[src/hdl/sdi_pkg.sv]
// Shared types and constants for the SDI-12 command receiver.
// No dependencies; every other file of the block imports this package.
package sdi_pkg;

    typedef enum logic [1:0] {
        ACT_START = 2'd0,
        ACT_BYTE  = 2'd1,
        ACT_BREAK = 2'd2,
        ACT_TICK  = 2'd3
    } t_action;

    typedef enum logic [3:0] {
        ST_BUSY     = 4'd0,
        ST_CHAR     = 4'd1,
        ST_DONE     = 4'd2,
        ST_TIMEOUT  = 4'd3,
        ST_PARITY   = 4'd4,
        ST_ILLEGAL  = 4'd5,
        ST_OVERFLOW = 4'd6,
        ST_RESTART  = 4'd7,
        ST_IGNORED  = 4'd8
    } t_status;

    typedef enum logic {
        RX_IDLE   = 1'b0,
        RX_ACTIVE = 1'b1
    } t_rx_state;

    typedef enum logic {
        CFG_MAX_CHARS  = 1'b0,
        CFG_TIMEOUT_MS = 1'b1
    } t_cfg_index;

    localparam logic [6:0]  CHAR_FIRST_PRINT = 7'd32;
    localparam logic [6:0]  CHAR_CR          = 7'd13;
    localparam logic [6:0]  CHAR_LF          = 7'd10;
    localparam logic [6:0]  CHAR_BANG        = 7'h21;
    localparam logic [15:0] TIMER_MAX        = 16'hFFFF;

    localparam logic [7:0]  MAX_CHARS_RESET  = 8'd79;
    localparam logic [15:0] TIMEOUT_RESET    = 16'd100;

    typedef struct packed {
        logic       parity_err;
        logic       illegal;
        logic       is_bang;
        logic [6:0] char_val;
    } t_byte_chk;

    typedef struct packed {
        t_status    status;
        logic [7:0] char_count;
        logic [7:0] char_index;
        logic [6:0] char_out;
    } t_result;

endpackage

[src/hdl/sdi12_command_receiver.sv]
// Top level of the SDI-12 command receiver: stream ports, configuration
// registers and the result register. Depends on sdi_pkg and sdi_rx_fsm.
// Registered output: an accepted event's result is valid in the next cycle.
// Throughput: one event per cycle; each event gives exactly one result.
// The input is stalled only while the result register is full and not taken.
// Synchronous active-low reset clears the state and sets max_chars to 79 and
// timeout_ms to 100.
module sdi12_command_receiver #(
    parameter int BUFFER_SIZE = 80
) (
    input  logic        i_clk,
    input  logic        i_rst_n,
    input  logic        s_axis_tvalid,
    output logic        s_axis_tready,
    input  logic [7:0]  s_axis_tdata,   // [7:0] rx_byte
    input  logic [1:0]  s_axis_tuser,   // [1:0] action
    output logic        m_axis_tvalid,
    input  logic        m_axis_tready,
    output logic [23:0] m_axis_tdata,   // [6:0] char_out, [14:7] char_index,
                                        // [22:15] char_count, [23] zero
    output logic [3:0]  m_axis_tuser,   // [3:0] status
    input  logic        i_cfg_we,
    input  logic        i_cfg_addr,
    input  logic [15:0] i_cfg_wdata
);
    import sdi_pkg::*;

    logic        r_out_valid;
    t_result     r_result;
    t_result     w_result;
    logic        w_fire;
    logic [7:0]  r_max_chars;
    logic [15:0] r_timeout_ms;

    assign s_axis_tready = !r_out_valid || m_axis_tready;
    assign w_fire        = s_axis_tvalid && s_axis_tready;

    always_ff @(posedge i_clk) begin
        if (!i_rst_n) begin
            r_max_chars  <= MAX_CHARS_RESET;
            r_timeout_ms <= TIMEOUT_RESET;
        end else if (i_cfg_we) begin
            unique case (t_cfg_index'(i_cfg_addr))
                CFG_MAX_CHARS:  r_max_chars  <= i_cfg_wdata[7:0];
                CFG_TIMEOUT_MS: r_timeout_ms <= i_cfg_wdata;
                default:        r_max_chars  <= r_max_chars;
            endcase
        end
    end

    sdi_rx_fsm #(
        .BUFFER_SIZE (BUFFER_SIZE)
    ) u_rx_fsm (
        .i_clk        (i_clk),
        .i_rst_n      (i_rst_n),
        .i_fire       (w_fire),
        .i_action     (t_action'(s_axis_tuser)),
        .i_rx_byte    (s_axis_tdata),
        .i_max_chars  (r_max_chars),
        .i_timeout_ms (r_timeout_ms),
        .o_result     (w_result)
    );

    always_ff @(posedge i_clk) begin
        if (!i_rst_n) begin
            r_out_valid <= 1'b0;
        end else if (w_fire) begin
            r_out_valid <= 1'b1;
        end else if (m_axis_tready) begin
            r_out_valid <= 1'b0;
        end
    end

    // Payload register; loaded on every accepted transaction.
    always_ff @(posedge i_clk) begin
        if (w_fire) begin
            r_result <= w_result;
        end
    end

    assign m_axis_tvalid = r_out_valid;
    assign m_axis_tuser  = r_result.status;
    assign m_axis_tdata  = {1'b0, r_result.char_count, r_result.char_index,
                            r_result.char_out};

endmodule

[src/hdl/sdi_byte_check.sv]
// Classifies one received byte: even parity over eight bits and the legal
// character set (printable, CR, LF). Depends on sdi_pkg.
module sdi_byte_check (
    input  logic [7:0]         i_rx_byte,
    output sdi_pkg::t_byte_chk o_chk
);
    import sdi_pkg::*;

    logic [6:0] w_char;

    assign w_char = i_rx_byte[6:0];

    always_comb begin
        o_chk.parity_err = ^i_rx_byte;
        o_chk.illegal    = (w_char < CHAR_FIRST_PRINT) && (w_char != CHAR_CR)
                           && (w_char != CHAR_LF);
        o_chk.is_bang    = (w_char == CHAR_BANG);
        o_chk.char_val   = w_char;
    end

endmodule

[src/hdl/sdi_rx_fsm.sv]
// Reception state (active flag, character count, idle timer) and the
// per-event result logic. Depends on sdi_pkg and sdi_byte_check.
module sdi_rx_fsm #(
    parameter int BUFFER_SIZE = 80
) (
    input  logic            i_clk,
    input  logic            i_rst_n,
    input  logic            i_fire,
    input  sdi_pkg::t_action i_action,
    input  logic [7:0]      i_rx_byte,
    input  logic [7:0]      i_max_chars,
    input  logic [15:0]     i_timeout_ms,
    output sdi_pkg::t_result o_result
);
    import sdi_pkg::*;

    localparam logic [7:0] FULL_MARK = 8'(BUFFER_SIZE - 1);

    t_rx_state  r_state, n_state;
    logic [7:0] r_count, n_count;
    logic [15:0] r_timer, n_timer;

    t_byte_chk  w_chk;
    logic [7:0] w_count_inc;
    logic [15:0] w_timer_inc;

    sdi_byte_check u_byte_check (
        .i_rx_byte (i_rx_byte),
        .o_chk     (w_chk)
    );

    assign w_count_inc = r_count + 8'd1;
    assign w_timer_inc = (r_timer == TIMER_MAX) ? r_timer : r_timer + 16'd1;

    always_ff @(posedge i_clk) begin
        if (!i_rst_n) begin
            r_state <= RX_IDLE;
            r_count <= '0;
            r_timer <= '0;
        end else if (i_fire) begin
            r_state <= n_state;
            r_count <= n_count;
            r_timer <= n_timer;
        end
    end

    always_comb begin
        n_state             = r_state;
        n_count             = r_count;
        n_timer             = r_timer;
        o_result.status     = ST_BUSY;
        o_result.char_out   = '0;
        o_result.char_index = '0;

        if (i_action == ACT_START) begin
            n_count = '0;
            n_timer = '0;
            if (i_max_chars == 8'd0) begin
                n_state         = RX_IDLE;
                o_result.status = ST_DONE;
            end else begin
                n_state = RX_ACTIVE;
            end
        end else if (r_state == RX_IDLE) begin
            o_result.status = ST_IGNORED;
        end else begin
            unique case (i_action)
                ACT_BREAK: begin
                    n_count         = '0;
                    n_timer         = '0;
                    o_result.status = ST_RESTART;
                end
                ACT_TICK: begin
                    n_timer = w_timer_inc;
                    if ((i_timeout_ms == 16'd0) || (w_timer_inc >= i_timeout_ms)) begin
                        n_state         = RX_IDLE;
                        o_result.status = ST_TIMEOUT;
                    end
                end
                ACT_BYTE: begin
                    // Every byte restarts the idle timer, a rejected one too.
                    n_timer = '0;
                    if (w_chk.parity_err) begin
                        n_state         = RX_IDLE;
                        o_result.status = ST_PARITY;
                    end else if (w_chk.illegal) begin
                        n_state         = RX_IDLE;
                        o_result.status = ST_ILLEGAL;
                    end else begin
                        n_count             = w_count_inc;
                        o_result.char_out   = w_chk.char_val;
                        o_result.char_index = r_count;
                        // Buffer full is checked ahead of the end mark and the limit.
                        if (w_count_inc == FULL_MARK) begin
                            n_state         = RX_IDLE;
                            o_result.status = ST_OVERFLOW;
                        end else if (w_chk.is_bang || (w_count_inc == i_max_chars)) begin
                            n_state         = RX_IDLE;
                            o_result.status = ST_DONE;
                        end else begin
                            o_result.status = ST_CHAR;
                        end
                    end
                end
                default: begin
                    o_result.status = ST_BUSY;
                end
            endcase
        end

        o_result.char_count = n_count;
    end

endmodule

[config.mk]
export PLATFORM = sky130hd
export DESIGN_NAME = sdi12_command_receiver
export DESIGN_NICKNAME = d
export VERILOG_FILES = /design/src/hdl/sdi_pkg.sv /design/src/hdl/sdi12_command_receiver.sv /design/src/hdl/sdi_byte_check.sv /design/src/hdl/sdi_rx_fsm.sv
export SDC_FILE = /design/constraint.sdc
export NUM_CORES = 1
export LEC_CHECK = 0
export BUFFER_PORTS_ARGS = -buffer_cell sky130_fd_sc_hd__buf_2
export CORE_AREA = 2 2 84 167
export CTS_CLUSTER_SIZE = 25
export DETAILED_ROUTE_END_ITERATION = 10
export DIE_AREA = 0 0 86 169
export SETUP_SLACK_MARGIN = 0.2
export SYNTH_ARGS = -nofsm -noshare
export SYNTH_HDL_FRONTEND = slang
export SYNTH_SLANG_ARGS = --single-unit
[constraint.sdc]
create_clock -name i_clk -period 3.2 [get_ports i_clk]
set_input_delay 0.32 -clock i_clk [delete_from_list [all_inputs] [get_ports i_clk]]
set_output_delay 0.32 -clock i_clk [all_outputs]
set_load 0.05 [all_outputs]
Word level (Yosys, flattened, before mapping)
Index checks and enable logic that the tools add are counted.
- bits in registers: 77
- input bits: 32
- output and inout bits: 30
- add/subtract/negate cells: 2
- order comparisons: 2
- eq/ne operators: 9
- multiplexer cells: 29
- bitwise operators: 3
- reductions and logical operators: 19
- operators with widths (kind ; number):
    16-bit two-way mux ; 3
    8-bit two-way mux ; 4
    16-bit one-hot mux with 2 select lines ; 1
    4-bit two-way mux ; 5
    16-bit by 1-bit adder with 16-bit output, second input constant ; 1
    16-bit == test, second input constant ; 1
    16-bit >= comparator ; 1
    16-bit logical NOT ; 1
    8-bit one-hot mux with 2 select lines ; 1
    7-bit by 4-bit != test with 1-bit output, second input constant ; 2
    4-bit one-hot mux with 3 select lines ; 1
    1-bit two-way mux ; 10
    8-bit by 1-bit adder with 8-bit output, second input constant ; 1
    8-bit by 7-bit == test with 1-bit output, second input constant ; 1
    8-bit == test ; 1
    8-bit logical NOT ; 1
    8-bit XOR reduction ; 1
    7-bit by 6-bit == test with 1-bit output, second input constant ; 1
    7-bit by 6-bit < comparator with 1-bit output, second input constant ; 1
    2-bit two-way mux ; 3
    5-bit OR reduction ; 1
    2-bit == test, second input constant ; 2
    2-bit AND reduction ; 2
    2-bit nonzero test ; 2
    10 further kinds ; 16

Depth between registers and ports, before layout
Gate-level depths: netlist (run 1).
- depth in word-level cells: 10
- mapped depth: 15

By module
From an unflattened synthesis (run 1), not the netlist that was laid out.
- cell total of the unflattened synthesis: 495
- area total of the unflattened synthesis: 4693.3 um2
- by module, submodules not included (module ; times used ; cells each ; area an instance (um2) ; sequential area each (um2)):
    sdi_rx_fsm ; 1 ; 328 ; 2575.0 ; 500.5
    sdi12_command_receiver ; 1 ; 141 ; 1889.3 ; 1311.3
    sdi_byte_check ; 1 ; 26 ; 229.0 ; 0.0

Worst setup path before layout (run 1)
Ideal clock, no wire load.
- kind: reg-to-reg
- start: reg u_rx_fsm.r_timer[0]
- end: reg r_result, in the netlist m_axis_tuser[1] (data pin)
- data arrival time: 2.964 ns
- data required time: 2.935 ns
- slack: -0.029 ns
- stages on the path, launching flop included: 15
- buffers on the path: 0
- cells stage by stage: dfxtp_1 ha_1 and3_1 nand4_1 nor3_1 nor2_1 and3_1 xor2_1 ha_1 a21o_1 a211oi_1 a31oi_1 nor2_1 o22ai_1 or3_1
- RTL lines (element ; RTL line ; source):
    start, declared ; sdi_rx_fsm.sv:21 ; logic [15:0] r_timer, n_timer;
    start signal, assigned ; sdi_rx_fsm.sv:43 ; r_timer <= n_timer;
    end signal, assigned ; sdi12_command_receiver.sv:77 ; r_result <= w_result;
    end, declared ; sdi12_command_receiver.sv:29 ; t_result r_result;

Final worst setup path (run 1)
- start: reg u_rx_fsm.r_timer[1]
- end: reg r_result, in the netlist m_axis_tuser[0] (data pin)
- word-level cells in the longest chain between the ends: 8
- elaborated cells on any way between the ends: 9
- ends and longest elaborated chain (element ; RTL line ; source):
    16-bit by 1-bit adder with 16-bit output / 16-bit == test (equally long branches) ; sdi_rx_fsm.sv:33 ; assign w_timer_inc = (r_timer == TIMER_MAX) ? r_timer : r_timer + 16'd1;
    16-bit two-way mux * ; sdi_rx_fsm.sv:33 ;
    16-bit >= comparator * ; sdi_rx_fsm.sv:75 ; if ((i_timeout_ms == 16'd0) || (w_timer_inc >= i_timeout_ms)) begin
    1-bit logical OR * ; sdi_rx_fsm.sv:75 ;
    2-bit two-way mux * ; sdi_rx_fsm.sv:75 ;
    4-bit one-hot mux with 3 select lines * ; sdi_rx_fsm.sv:67 ; unique case (i_action)
    4-bit two-way mux * ; sdi_rx_fsm.sv:64 ; end else if (r_state == RX_IDLE) begin
    4-bit two-way mux * ; sdi_rx_fsm.sv:55 ; if (i_action == ACT_START) begin
Mark *: on every way between the ends. The rest lies on a longest branch, timed or not.
A chain may end at the register's enable or synchronous reset.

==> results of run 1 <==
-- cell usage after synthesis, types with 3 or more instances --
cell and n:
and3_1 5, ha_1 29, clkbuf_1 23, buf_4 3
o31ai_1 8, or3_1 6, nand2b_1 8, nand3_1 27
inv_1 33, xor2_1 8, nor2_1 25, dfxtp_1 50
o21ai_0 27, a21oi_1 40, a22oi_1 5, nand4_1 10
and2_1 7, a21o_1 4, o211ai_1 7, nor3_1 21
a31oi_1 8, nand2_1 83, nor2b_1 11, edfxtp_1 27
nor4_1 7, xnor2_1 17, a211oi_1 4
-- registers in the layout (all words and copies together), names as in the netlist --
signal / count
m_axis_tdata: 23
r_timeout_ms: 16
u_rx_fsm.r_timer: 16
r_max_chars: 8
u_rx_fsm.r_count: 8
m_axis_tuser: 4
m_axis_tvalid: 1
u_rx_fsm.r_state: 1
-- final cells by class --
cell class / count / area [um2]
repair buffers: 94 / 559
fillers: 1338 / 7770
clock inverters: 4 / 22.5
multi-input cells: 404 / 2540
inverters: 34 / 128
well taps: 155 / 194
flip-flops and latches: 77 / 1820
clock buffers: 12 / 256
-- through the flow --
step / power [W] / utilization
6_report: 0.00233 / 0.415
5_1_grt: 0.00244 / 0.415
4_1_cts: 0.00236 / 0.413
3_5_place_dp: 0.00139 / 0.389
3_3_place_gp: 0.00139 / 0.389
2_1_floorplan: 0.00131 / -
-- cell families after synthesis --
family	share of synthesized area
and+or+nand+nor	0.231
AOI/OAI and AO/OA	0.177
DFF	0.397
buffers and inverters	0.0590
adders and majority gates	0.0795
xor gates and xnor gates	0.0480
muxes	0.00686
other	0.000822
-- per-layer routing --
metal,global-route usage,vias to the layer above
li1,-,2097
met5,0,-
met2,0.268,124
met4,0.0711,0
met1,0.230,1909
met3,0.0322,19
-- worst max-delay path: cells and delay by family (launching register included) --
family                     cells  cell delay, ps
DFF                            1             350
adders and majority gates      2             440
buffers and inverters          1             160
xor gates and xnor gates       1             140
and+or+nand+nor                7            1250
AOI/OAI and AO/OA              4             590
-- timing repair --
action,4_1_cts,5_1_grt
resized for setup,4,9
buffers inserted,3,1
endpoints found under the setup margin,2,3
pin swaps,8,3
gates cloned,0,0
-- power by group through the flow --
stage               sequential (W)  clock, W  combinational, W
floorplan                  0.00115         0          0.000160
global placement           0.00109         0          0.000302
detailed placement         0.00109         0          0.000305
CTS                        0.00107  0.000986          0.000306
global route               0.00107   0.00103          0.000339
finish                     0.00107  0.000959          0.000306
-- worst max-delay path by stage --
| stage | to | slack [ps] |
|---|---|---|
| 3_3_place_gp | m_axis_tuser[1] | -160 |
| 5_1_grt | m_axis_tuser[0] | -110 |
| 2_1_floorplan | m_axis_tuser[1] | 170 |
| 6_report | m_axis_tuser[0] | 20 |
| 3_5_place_dp | m_axis_tuser[0] | -250 |
| 4_1_cts | m_axis_tuser[0] | 20 |
==> impl_metrics.json, run 1 <==
{
  "dp.cells": 760,
  "synth_ff_type": "dfxtp_1",
  "port_buffers": 60,
  "seq_area_frac_synth": 0.397,
  "worst_path_largest_cell_delay_ps": 360,
  "power_switching_share": 0.274,
  "clock_path_buffers": 2,
  "ys_warn_count": 0,
  "ys_ff_latch": 77,
  "max_freq_ghz": 0.314,
  "final_common_cell": "nand2_1",
  "die_area_um2": 14500,
  "grt_pass1_wl_mm": 19.8,
  "crit_arrival_ps": 3270,
  "vias_per_cell": 5.32,
  "chipHeight_um": 169,
  "mostFrequentLayoutCells": "nand2_1, buf_2, dfxtp_1, a21oi_1",
  "grt_usage": 0.171,
  "power_frac_clock": 0.411,
  "r2r-end": "m_axis_tuser[0]",
  "wl_per_cell_um": 14.9,
  "std_cell_rows": 60,
  "ant_nets": 0,
  "hold_buffers": 0,
  "hold_slack_ps": 212,
  "r2r_cells": 15,
  "worstSkewPairLatency_ps": 340,
  "drive_gt1_frac": 0.211,
  "r2r_setup_slack_ps": 20,
  "switchingPower_w": 0.000639,
  "gp_congestion": 0.910,
  "pwr-share-seq": 0.458,
  "drv_cap": 0,
  "place_ws_ps": -248,
  "hold_violations": 0,
  "finalSetupViolCount": 0,
  "synth-edff-count": 27,
  "htree_levels": 3,
  "wl_met1_mm": 5.40,
  "layout.cells.non_filler": 780,
  "start_kind": "flip-flop",
  "dr_wl_met3_um": 590,
  "vias": 4149,
  "initial_core_util": 0.343,
  "cts.root.buffer_cell": "clkbuf_16",
  "tns_ps": 0,
  "hold_class": "input port to flip-flop",
  "top_layer": "met4",
  "drc": 0,
  "synth_cell_types": 57,
  "powerDensity_nw_per_um2": 423,
  "period_share": 0.995,
  "netlist_top_cells_area": "dfxtp_1, edfxtp_1, ha_1",
  "syn_area_per_cell_um2": 8.37,
  "cts_buffers": 9,
  "post_dp_cell_area_um2": 5170,
  "n_antenna_cell": 0,
  "syn_to_final_growth_pct": 21.0,
  "path_max_fanout": 3,
  "max-slew-margin-rel": 0.515,
  "endpoint_kind": "flip-flop",
  "power_frac_comb": 0.131,
  "final_cell_area_um2": 5520,
  "synth_top_area_cell": "dfxtp_1",
  "io_pins": 62,
  "rsz0062_at_grt": "true",
  "design.core.area_um2": 13300,
  "syn_area_um2": 4560,
  "wl_met2_mm": 5.34,
  "crit_type": "flip-flop to flip-flop",
  "status": "completed",
  "drtIter0Drc": 266,
  "grt_pass1_vias": 4143,
  "grt_max_degree": 32,
  "path_cells": "ha_4 -> and3_4 -> nand4_1 -> nor3_2 -> buf_4 -> nor2_2 -> and3_4 -> xor2_1 -> ha_1 -> a21o_1 -> a211oi_2 -> a31oi_1 -> nor2_2 -> o22ai_1 -> or3_1",
  "final.min_clock_period_ps": 3180,
  "slowest_stage": "or3_1",
  "synth_nets": 606,
  "skew_ps": 4.85,
  "worst_pin_slew_ps": 727,
  "maxSlewViolCount": 0,
  "p_int_w": 0.00170,
  "whs_endpoint": "r_timeout_ms[12]",
  "startpoint": "u_rx_fsm.r_timer[1]",
  "fin_nets": 681,
  "drt-total-wl_mm": 11.6,
  "p_leak_nw": 2.21,
  "setup_ws_ps": 16.4,
  "worstPathRequired_ps": 3290,
  "hpwlAfterDp_mm": 8.41,
  "min_from": "i_cfg_wdata[12]",
  "grt_overflow": 0,
  "synthArstFlopShare": 0,
  "path_clk_slew_ps": 60,
  "synth_top_area_frac": 0.219,
  "die_w_um": 86,
  "dr.pass1.iters": 5,
  "holdPathStages": 3,
  "reg2reg_from": "u_rx_fsm.r_timer[1]",
  "postSynthCellCount": 545,
  "cts_tree": "yes",
  "cts.sinks": 77,
  "vdd_drop_max_mv": 0.324,
  "antenna_found_initial": 0
}
(Power assumes the default switching activity.)
==> inputs of run 2 (changes only) <==
CORE_AREA = 5 5 87 170   (was 2 2 84 167)
DIE_AREA = 0 0 92 175   (was 0 0 86 169)
clock period = 2.9 ns   (was 3.2 ns; I/O delays follow)
==> impl_metrics.json, run 2 (synthesis gave the netlist of run 1 again) <==
{
  "grt_max_degree": 31,
  "vdd_drop_max_mv": 0.316,
  "worstSkewPairLatency_ps": 340,
  "utilization": 0.444,
  "endpoint_kind": "flip-flop",
  "skew_ps": 9.59,
  "worst_path_largest_cell_delay_ps": 350,
  "io_pins": 62,
  "slowest_stage": "dfxtp_4",
  "vias": 4574,
  "die_w_um": 92,
  "violations": "negative setup slack",
  "gp_congestion": 0.956,
  "antenna_found_initial": 0,
  "drc": 0,
  "hold_violations": 0,
  "cts.sinks": 77,
  "chipHeight_um": 175,
  "dr.pass1.iters": 4,
  "p_leak_nw": 2.47,
  "layout.cells.non_filler": 828,
  "crit_type": "flip-flop to flip-flop",
  "status": "complete, but fails checks",
  "worst_pin_slew_ps": 630,
  "largest_register_ffs": 23,
  "final.min_clock_period_ps": 3170,
  "max_freq_ghz": 0.315,
  "drt-total-wl_mm": 15.0,
  "powerDensity_nw_per_um2": 455,
  "grt_pass1_vias": 4819,
  "ant_nets": 0,
  "fill_cells": 1367,
  "finalSetupViolCount": 5,
  "wl_per_cell_um": 18.1,
  "path_max_fanout": 3,
  "setup_ws_ps": -270,
  "initial_core_util": 0.341,
  "n_antenna_cell": 0,
  "cts_tree": "yes",
  "hpwlAfterDp_mm": 11.5,
  "crit_arrival_ps": 3260,
  "hold_buffers": 0,
  "max-slew-margin-rel": 0.580,
  "drv_cap": 0,
  "crit_top_cell": "a21o_1",
  "std_cell_rows": 60,
  "cts.root.buffer_cell": "clkbuf_16",
  "rsz0062_at_grt": "true",
  "cts_buffers": 9,
  "grt_usage": 0.191,
  "worstPathRequired_ps": 2990,
  "path_clk_slew_ps": 70,
  "syn_to_final_growth_pct": 29.9,
  "design.core.area_um2": 13400,
  "dp.cells": 782,
  "grt_pass1_wl_mm": 24.1,
  "grt_overflow": 0,
  "drtIter0Drc": 241,
  "htree_levels": 3,
  "maxSlewViolCount": 0,
  "path_cells": "ha_4 -> and3_4 -> nand4_1 -> nor3_4 -> nor3_2 -> nand3_1 -> xnor2_1 -> ha_1 -> a21o_1 -> a21o_1 -> a21oi_1 -> o211ai_1 -> nor2_2 -> o22ai_2 -> or3_1",
  "start_kind": "flip-flop",
  "port_buffers": 60,
  "clock_path_buffers": 2,
  "final_common_cell": "nand2_1",
  "die_area_um2": 16100,
  "drive_gt1_frac": 0.269,
  "fin_nets": 729,
  "vias_per_cell": 5.52,
  "hold_class": "input port to flip-flop",
  "period_share": 1.09,
  "mostFrequentLayoutCells": "nand2_1, buf_4, buf_2, dfxtp_1, a21oi_1"
}
run 2: cell count changes in the layout (fill, tap and decap cells not counted), moves of 2 or more:
cell,change
buf_4,+48
clkbuf_8,-2
clkinvlp_4,+2
dfxtp_1,+3
dfxtp_2,-3
inv_6,+2
nor2_1,+2
nor2_2,-2
run 2: cell type report:
class / instances / area (um2) / share of cell area
Tap cell: 155 / 194 / 0.0327
Inverter: 34 / 131 / 0.0222
Clock inverter: 7 / 72.6 / 0.0122
Clock buffer: 9 / 225 / 0.0380
Multi-Input combinational cell: 404 / 2570 / 0.433
Timing Repair Buffer: 142 / 920 / 0.155
Sequential cell: 77 / 1820 / 0.307
run 2: path summary, 6_finish.rpt:
check,cells after the start,slack [ps],start,to
max reg2reg,15,-270,u_rx_fsm.r_timer[0],m_axis_tuser[0]
min,3,180,i_cfg_wdata[1],r_max_chars[1]
max,15,-270,u_rx_fsm.r_timer[0],m_axis_tuser[0]
min reg2reg,2,470,r_timeout_ms[14],r_timeout_ms[14]
run 2: where the power goes:
group          switching (W)  internal (W)  leakage (nW)  total [W]
Sequential         0.0000254       0.00115         0.679    0.00118
Combinational       0.000260      0.000109          1.65   0.000369
Clock               0.000480      0.000670         0.142    0.00115
Total               0.000765       0.00193          2.47    0.00270
run 2: routing by layer:
metal / routed length [um] / up-vias / share of wire / global-route usage
met1: 4850 / 2167 / 0.32 / 0.163
met2: 8530 / 145 / 0.57 / 0.378
met4: 1080 / 0 / 0.072 / 0.133
met3: 557 / 68 / 0.037 / 0.0383
met5: 0 / - / 0 / 0
li1: - / 2194 / - / -
run 2: what timing repair did:
item | 4_1_cts | 5_1_grt
endpoints found under the setup margin | 3 | 5
pin swaps | 13 | 2
setup buffers | 29 | 1
gates resized for setup | 12 | 3
run 2: stage by stage:
step                      instance area [um2]  setup TNS [ps]  setup slack [ps]  hold slack (ps)  power [W]
after floorplan                          4610            -170              -104              414    0.00144
after global placement                   5350            -555              -296              464    0.00156
after detailed placement                 5350            -691              -349              465    0.00157
after CTS                                5900            -550              -224              171    0.00272
after global routing                     5930           -1740              -444              180    0.00281
final                                    5930            -975              -270              179    0.00270
run 2: worst max-delay path: cells and delay by family, from the launching register on:
kind | cells | cell delay [ps]
adders and majority gates | 2 | 440
xor gates and xnor gates | 1 | 160
and+or+nand+nor | 7 | 1280
AOI/OAI and AO/OA | 5 | 690
DFF | 1 | 350
